### src/tmm_pkg.sv
`timescale 1ns / 1ps
// ----------------------------------------------------------------------------
// tmm_pkg
// Shared constants, codes and types of the tile mask matcher.
// ----------------------------------------------------------------------------
package tmm_pkg;

  localparam int MAX_TILES_DEF = 64;
  localparam int MAX_SIDE_DEF  = 16;

  localparam int CFG_DATA_W = 7;
  localparam int CFG_INDEX_W = 1;

  localparam logic [7:0] WHITE_LEVEL    = 8'd250;
  localparam logic [4:0] TILE_SIDE_RST  = 5'd8;
  localparam logic [6:0] TILE_COUNT_RST = 7'd0;

  typedef enum logic [CFG_INDEX_W-1:0] {
    REG_TILE_SIDE  = 1'b0,
    REG_TILE_COUNT = 1'b1
  } cfg_reg_t;

  typedef enum logic {
    ACT_LOAD  = 1'b0,
    ACT_QUERY = 1'b1
  } action_t;

  typedef enum logic [1:0] {
    ST_IDLE,
    ST_PROC,
    ST_FIND
  } state_t;

  typedef struct packed {
    logic fire;
    logic size_ok;
  } find_req_t;

endpackage

### src/tmm_find.sv
`timescale 1ns / 1ps
// ----------------------------------------------------------------------------
// tmm_find
// Registers the hit vector of a finished query and encodes the lowest hit.
// ----------------------------------------------------------------------------
module tmm_find #(
  parameter int MAX_TILES = tmm_pkg::MAX_TILES_DEF
) (
  input  logic                  clk,
  input  logic                  rst,
  input  tmm_pkg::find_req_t    req,
  input  logic [MAX_TILES-1:0]  hits,
  output logic                  done,
  output logic                  found,
  output logic [5:0]            match_index
);

  logic                 pend;
  logic                 size_ok;
  logic [MAX_TILES-1:0] hits_q;
  logic                 found_next;
  logic [5:0]           match_index_next;

  always_ff @(posedge clk) begin
    if (rst) begin
      pend <= 1'b0;
      done <= 1'b0;
    end else begin
      pend <= req.fire;
      done <= pend;
    end
  end

  always_ff @(posedge clk) begin
    if (req.fire) begin
      hits_q  <= hits;
      size_ok <= req.size_ok;
    end
    if (pend) begin
      found       <= found_next;
      match_index <= match_index_next;
    end
  end

  always_comb begin
    found_next       = size_ok && (|hits_q);
    match_index_next = 6'd0;
    for (int t = MAX_TILES - 1; t >= 0; t--) begin
      if (hits_q[t]) begin
        match_index_next = 6'(t);
      end
    end
    if (!found_next) begin
      match_index_next = 6'd0;
    end
  end

  assert property (@(posedge clk) disable iff (rst)
    done |-> $past(pend))
    else $error("result strobe without a pending search");

  assert property (@(posedge clk) disable iff (rst)
    done |=> !done)
    else $error("result strobe longer than one cycle");

  assert property (@(posedge clk) disable iff (rst)
    (done && found) |-> (7'(match_index) < 7'(MAX_TILES)))
    else $error("match index beyond the tile table");

endmodule

### config.mk
export PLATFORM = sky130hd
export DESIGN_NAME = tmm_find
export DESIGN_NICKNAME = d
export VERILOG_FILES = /design/src/tmm_pkg.sv /design/src/tmm_find.sv
export SDC_FILE = /design/constraint.sdc
export NUM_CORES = 1
export LEC_CHECK = 0
export BUFFER_PORTS_ARGS = -buffer_cell sky130_fd_sc_hd__buf_2
export CORE_ASPECT_RATIO = 1.1
export CORE_MARGIN = 4
export CORE_UTILIZATION = 47
export CTS_CLUSTER_DIAMETER = 40
export DETAILED_ROUTE_END_ITERATION = 12
export GPL_TIMING_DRIVEN = 0
export HOLD_SLACK_MARGIN = 0.06
export PLACE_DENSITY = 0.87
export SYNTH_ARGS = -nofsm -noshare
export SYNTH_HDL_FRONTEND = slang
export SYNTH_SLANG_ARGS = --single-unit
### constraint.sdc
create_clock -name clk -period 1.95 [get_ports clk]
set_input_delay 0.39 -clock clk [delete_from_list [all_inputs] [get_ports clk]]
set_output_delay 0.39 -clock clk [all_outputs]
set_load 0.02 [all_outputs]
== Word level (Yosys, flattened, before mapping) ==
Index checks and enable logic that the tools add are counted.

* Multiplexer cells: 63
* Bitwise logic cells: 1
* Reductions and logical operators: 8

{| class="wikitable"
|+ Operators with widths
! kind !! number
|-
| 2-to-1 mux 6 bit || 32
|-
| 2-to-1 mux 5 bit || 16
|-
| OR reduction 64 bit || 1
|-
| OR reduction 33 bit || 1
|-
| 2-to-1 mux 4 bit || 8
|-
| OR reduction 17 bit || 1
|-
| 2-to-1 mux 3 bit || 4
|-
| OR reduction 9 bit || 1
|-
| OR reduction 5 bit || 1
|-
| 2-to-1 mux 2 bit || 2
|-
| OR reduction 3 bit || 1
|-
| OR reduction 2 bit || 1
|-
| logical AND 1 bit || 1
|-
| 2-to-1 mux 1 bit || 1
|-
| inverter 1 bit || 1
|}

* Bits in registers: 74
* Bits of input ports: 68
* Output and inout bits: 8
* Word-level logic and storage cells: 83

== Depth between registers and ports, before layout ==
Gate-level depths: netlist of run 1.

* Depth after elaboration: 63
* Mapped depth: 6

== Worst setup path before layout of run 1 ==
OpenSTA, ideal clock, no wires.

* Path kind: register to register
* Start point: register hits_q[57]
* End point: register match_index[2], data pin
* Data arrival time: 1.796 ns
* Required time: 1.760 ns
* Setup slack: -0.036 ns
* Cell stages (with the launch flop): 7
* Buffers on the path: 0
* Cells stage by stage: edfxtp_1 > or4_4 > o211ai_2 > a21oi_2 > o31ai_2 > nand2_1 > a2111oi_2

* Word-level cells in the longest chain between the ends: 54

{| class="wikitable"
|+ RTL lines
! what !! RTL line !! source
|-
| from (decl) || tmm_find.sv:20 || <nowiki>logic [MAX_TILES-1:0] hits_q;</nowiki>
|-
| from (signal assigned) || tmm_find.sv:36 || <nowiki>hits_q <= hits;</nowiki>
|-
| 2-to-1 mux 6 bit (26 in series) || tmm_find.sv:49 || <nowiki>if (hits_q[t]) begin</nowiki>
|-
| 2-to-1 mux 5 bit (16 in series) || tmm_find.sv:49 ||
|-
| 2-to-1 mux 4 bit (8 in series) || tmm_find.sv:49 ||
|-
| 2-to-1 mux 3 bit (4 in series) || tmm_find.sv:49 ||
|-
| to (signal assigned) || tmm_find.sv:41 || <nowiki>match_index <= match_index_next;</nowiki>
|-
| to (decl) || tmm_find.sv:15 || <nowiki>output logic [5:0] match_index</nowiki>
|}

Parallel ways exist; a longest one is shown, timed or not.
A chain may end at the register's enable or synchronous reset.

== Worst setup path after layout of run 1 ==
Ends and elaborated chain as after synthesis.

==> results of run 1 <==
per-layer routing:
metal	share of wire	vias up	track usage	routed length (um)
li1	-	1094	-	-
met1	0.39	1114	0.2125	2757
met4	0.032	0	0.1095	229
met5	0	-	0	0
met2	0.52	103	0.2826	3672
met3	0.059	28	0.03684	417
Yosys cell counts (2+ instances only):
cell type  number
a2111oi_0       2
a21boi_0        2
a21oi_1        13
a31oi_1         4
dfxtp_1         2
edfxtp_1       72
inv_1          12
nand2_1         8
nand2b_1        3
nand3_1         2
nand4_1         6
nor2_1         23
nor2b_1         3
nor3_1         13
nor4_1         21
o211ai_1        2
o21ai_0        11
o311ai_0        2
o31ai_1         3
or4_1           2
flip-flops by register name, summed over array words and instances (netlist names):
signal,count
hits_q,64
match_index,6
done,1
found,1
pend,1
size_ok,1
power by group through the flow:
stage	Clock [mW]	Sequential, mW	Combinational (mW)
final	1.24	2.05	0.273
after global routing	1.33	2.06	0.299
after CTS	1.25	2.02	0.233
after detailed placement	0	2.03	0.225
after global placement	0	2.02	0.217
after floorplan	0	2.01	0.0896
logic make-up (layout without fill, tap and decap cells):
group,count (synthesis),after routing,synth area share
buffers and inverters,12,118,0.01485
AO/OA/AOI/OAI,50,50,0.1147
flip-flops,74,74,0.7261
AND/OR/NAND/NOR,84,84,0.1444
worst reg2reg max path: cells and delay by family, from the launching register on:
kind             cells  cell delay, ns
flip-flops           1            0.45
AND/OR/NAND/NOR      2            0.69
AO/OA/AOI/OAI        4            0.77
worst paths after layout:
kind	end	depth (start not counted)	start	slack, ns
min	pend$_SDFF_PP0_	2	rst	0.22
max	match_index[2]$_SDFFCE_PP0P_	6	hits_q[57]$_DFFE_PP_	-0.15
min reg2reg	match_index[4]$_SDFFCE_PP0P_	0	pend$_SDFF_PP0_	0.59
max reg2reg	match_index[2]$_SDFFCE_PP0P_	6	hits_q[57]$_DFFE_PP_	-0.15
through the flow:
step           instance area [sq um]  hold slack [ns]  power [mW]
2_1_floorplan                   3033           0.4616       2.100
3_3_place_gp                    3508           0.5679       2.235
4_1_cts                         3826           0.2068       3.501
6_report                        4040           0.2163       3.554
5_1_grt                         4040           0.2019       3.694
3_5_place_dp                    3508           0.5681       2.251
what timing repair did:
action / in CTS / in global routing
setup buffers: 0 / 15
setup endpoints to repair: 5 / 5
pin swaps: 0 / 7
resized for setup: 17 / 13
area by class of cell:
| class | count | area share |
|---|---|---|
| clock inverters | 7 | 0.02075 |
| flip-flops and latches | 74 | 0.5451 |
| inverters | 12 | 0.01115 |
| repair buffers | 90 | 0.1214 |
| multi-input cells | 134 | 0.2462 |
| clock buffers | 9 | 0.03066 |
| well taps | 80 | 0.02478 |
==> flow_summary.ini, run 1 <==
[timing]
period_needed_ns = 2.102
maxSlewHeadroom = 0.4712
fin_setup_tns_ns = -0.2763
fmax_mhz = 475.7
tightest_slew_ns = 0.7932
finalHoldViolCount = 0
fin_skew_ns = 0.004940
maxSlewViolCount = 0
setup_ws_ns = -0.1520
setup_viol = 3
finalCritPeriodShare = 1.078
rsz0062_at_grt = true

[drt]
viasPerCell = 5.761
detail_route.wl_per_cell_um = 17.43
final_antenna_net_count = 0
wl_um = 7075
firstDrtPassIters = 5
drc = 0
drt-initial-drc-count = 193
vias = 2339

[placed_design]
dp_cells = 375
dp_hpwl_um = 4532
io_buffers = 75
routabilityCongestion = 0.8632
place_ws_ns = -0.3590

[synth]
synthCells = 220
ys_async_sr_fraction = 0
synth_top_cell_by_area = edfxtp_1
synth_edf_count = 72
synthDistinctLibCells = 34
synthFlopType = edfxtp_1
synth_area_per_cell_sq_um = 13.79
netlist_top_cells_area = edfxtp_1 (71%), nor4_1 (4.3%), nor2_1 (2.8%)
ys_warn_count = 0
seq_area_frac_synth = 0.7261
synthDominantCellAreaShare = 0.7129
ys_ff_latch = 74
syn_nets = 288
syn_area_sq_um = 3033

[run]
maxCapViolations = 0

[power]
pwr-share-comb = 0.077
internal_power_mw = 2.731
seq_power_share = 0.576
switchingPower_uw = 823.8
switching_share = 0.2318
p_leak_nw = 1.445
clkPwrFrac = 0.348
ir_worst_vdd_v = 0.0005873
pwr_density_cell_nw_per_um2 = 879.8

[status]
status = finished with violations
violations = negative setup slack

[setup_path]
crit_buf_inv = 0
path_delay_family = compound AO/OA/AOI/OAI gates
crit_slowest_cell = or4_4
crit_arrival_ns = 2.25
path_max_fanout = 3
end_kind = flop
path_class = reg -> reg
crit_path_max_incr_delay_ns = 0.56
worstPathRequired_ns = 2.10
path_cells = or4_4 -> o211ai_2 -> a21oi_2 -> o31ai_2 -> nand2_1 -> a2111oi_4
startpoint_type = flop

[finish]
drive_gt1_frac = 0.3896
fillers = 458
nNetsFinal = 389
final_cell_mix = buf_2 (74), edfxtp_1 (72), nor2_1 (23)
layout.cells.most_common = buf_2
post-route-util = 0.6484
multi_input_area_sq_um = 994.7
area_growth_pct = 33.21
stdcell_count = 406
seq_area_sq_um = 2202
diodes = 0

[cts]
cts.sink_count = 74
root_buffer = clkbuf_8
cts_buffers = 9
clkLatencyLatePin_ns = 0.34
cts_tree = yes
clkSlewWorstSetupHoldPaths_ns = 0.07
h-tree-depth = 3
hold_buffers = 0
clock_path_buffers = 2

[floorplanning]
num_rows = 30
ios = 76
die_w_um = 84.59
core_area_sq_um = 6231
start_util = 0.4867
die_area_sq_um = 7803
die_y_um = 92.25

[min_path]
hold_class = in -> reg

[global_routing]
grt_pass1_wl_um = 10540
overflow = 0
grt_pass1_vias = 2266
antenna_found_initial = 0
grtUsageTotal = 0.1749
grt_max_degree = 67
Note: power is estimated with default switching activity, not from simulation.
==> inputs of run 2 (changes only) <==
--- a/config.mk
+++ b/config.mk
@@ -7,7 +7,7 @@
 export LEC_CHECK = 0
 export BUFFER_PORTS_ARGS = -buffer_cell sky130_fd_sc_hd__buf_2
 export CORE_ASPECT_RATIO = 1.1
-export CORE_MARGIN = 4
+export CORE_MARGIN = 5
 export CORE_UTILIZATION = 47
 export CTS_CLUSTER_DIAMETER = 40
 export DETAILED_ROUTE_END_ITERATION = 12
==> run 2 against run 1 <==
Net effect: the run still ends with negative setup slack left; critical endpoint unchanged; sequential power is essentially flat; global-route usage rose by 0.086 points; sequential cell count is the same; critical path type unchanged.
==> flow_summary.ini, run 2 (synthesis gave the netlist of run 1 again) <==
[floorplanning]
ios = 76
num_rows = 30
die_area_sq_um = 8161
core_area_sq_um = 6231
die_y_um = 94.25
die_w_um = 86.59
start_util = 0.4867

[setup_path]
crit_path_max_incr_delay_ns = 0.55
path_class = reg -> reg
path_max_fanout = 3
worstPathRequired_ns = 2.11
crit_slowest_cell = or4_4
end_kind = flop
crit_buf_inv = 0
path_delay_family = compound AO/OA/AOI/OAI gates
cp.depth = 6
crit_arrival_ns = 2.24
startpoint_type = flop
path_cells = or4_4 -> o211ai_2 -> a21oi_2 -> o31ai_2 -> nand2_1 -> a2111oi_2
r2r_setup_slack_ns = -0.13
r2r_cells = 6

[power]
clkPwrFrac = 0.370
pwr_density_cell_nw_per_um2 = 897.0
total_power_mw = 3.741
p_leak_nw = 1.511
internal_power_mw = 2.889
switching_share = 0.2277
seq_power_share = 0.547
ir_worst_vdd_v = 0.0005880
pwr-share-comb = 0.083
switchingPower_uw = 851.8

[drt]
detail_route.wl_per_cell_um = 18.51
vias = 2469
viasPerCell = 5.949
wl_um = 7681
firstDrtPassIters = 5
drc = 0
drt-initial-drc-count = 313
final_antenna_net_count = 0

[finish]
reg_top3 = hits_q x64, match_index x6
diodes = 0
final_cell_mix = buf_2 (74), edfxtp_1 (72), buf_4 (24)
area_growth_pct = 37.50
nNetsFinal = 398
layout.cells.most_common = buf_2
max_flop_register = hits_q
largest_reg_flops = 64
drive_gt1_frac = 0.4209
post-route-util = 0.6693

[min_path]
hold_class = in -> reg
min_path_cells = 2

[cts]
root_buffer = clkbuf_8
clkSlewWorstSetupHoldPaths_ns = 0.08
clkLatencyLatePin_ns = 0.35
clock_path_buffers = 2
cts_tree = yes
cts.sink_count = 74
cts_buffers = 9
hold_buffers = 0
h-tree-depth = 3

[run]
maxCapViolations = 0

[timing]
finalCritPeriodShare = 1.067
finalHoldViolCount = 0
period_needed_ns = 2.080
rsz0062_at_grt = true
maxSlewHeadroom = 0.4589
tightest_slew_ns = 0.8116
maxSlewViolCount = 0
setup_viol = 4
hold_ws_ns = 0.2119
fmax_mhz = 480.7
setup_ws_ns = -0.1304
fin_skew_ns = 0.009383

[global_routing]
overflow = 0
grtUsageTotal = 0.1758
grt_pass1_wl_um = 10720
antenna_found_initial = 0
grt_pass1_vias = 2284
grt_max_degree = 67

[placed_design]
dp_hpwl_um = 4599
io_buffers = 75
routabilityCongestion = 0.8942

[status]
violations = negative setup slack
status = finished with violations
run 2: worst paths after layout:
path | start | end
min reg2reg | pend$_SDFF_PP0_ | match_index[4]$_SDFFCE_PP0P_
max | hits_q[57]$_DFFE_PP_ | match_index[2]$_SDFFCE_PP0P_
max reg2reg | hits_q[57]$_DFFE_PP_ | match_index[2]$_SDFFCE_PP0P_
min | rst | pend$_SDFF_PP0_
run 2: power by group through the flow:
stage               Combinational, mW  Sequential, mW  Clock (mW)
detailed placement              0.225            2.03           0
global placement                0.217            2.02           0
finish                          0.311            2.04        1.39
global route                    0.333            2.06        1.47
CTS                             0.241            2.02        1.40
floorplan                      0.0896            2.01           0
run 2: layer usage:
layer | GRT usage | routed length [um]
met1 | 0.2002 | 2844
met2 | 0.2864 | 3943
met3 | 0.04912 | 601
met4 | 0.1156 | 293
met5 | 0 | 0
run 2: area by class of cell:
type | count | area (sq um)
Clock buffer | 10 | 127.6
Clock inverter | 6 | 105.1
Fill cell | 437 | 2061
Inverter | 12 | 45.04
Multi-Input combinational cell | 134 | 1028
Sequential cell | 74 | 2202
Tap cell | 80 | 100.1
Timing Repair Buffer | 99 | 561.8
run 2: stage by stage:
stage                     cell area [sq um]  std cells  TNS (ns)  setup WS [ns]
after floorplan                        3033        220         0        0.03872
after global placement                 3508        375    -1.052        -0.2677
after detailed placement               3508        375    -1.354        -0.3299
after CTS                              3875        393   -0.1691        -0.1251
after global routing                   4170        415   -0.9424        -0.2481
final                                  4170        415   -0.2767        -0.1304
run 2: what timing repair did:
item                       in CTS  in global routing
setup endpoints to repair       6                  5
resized for setup              18                 20
buffers inserted                2                 22
hold endpoints to repair        0                  0
pin swaps                       0                 18
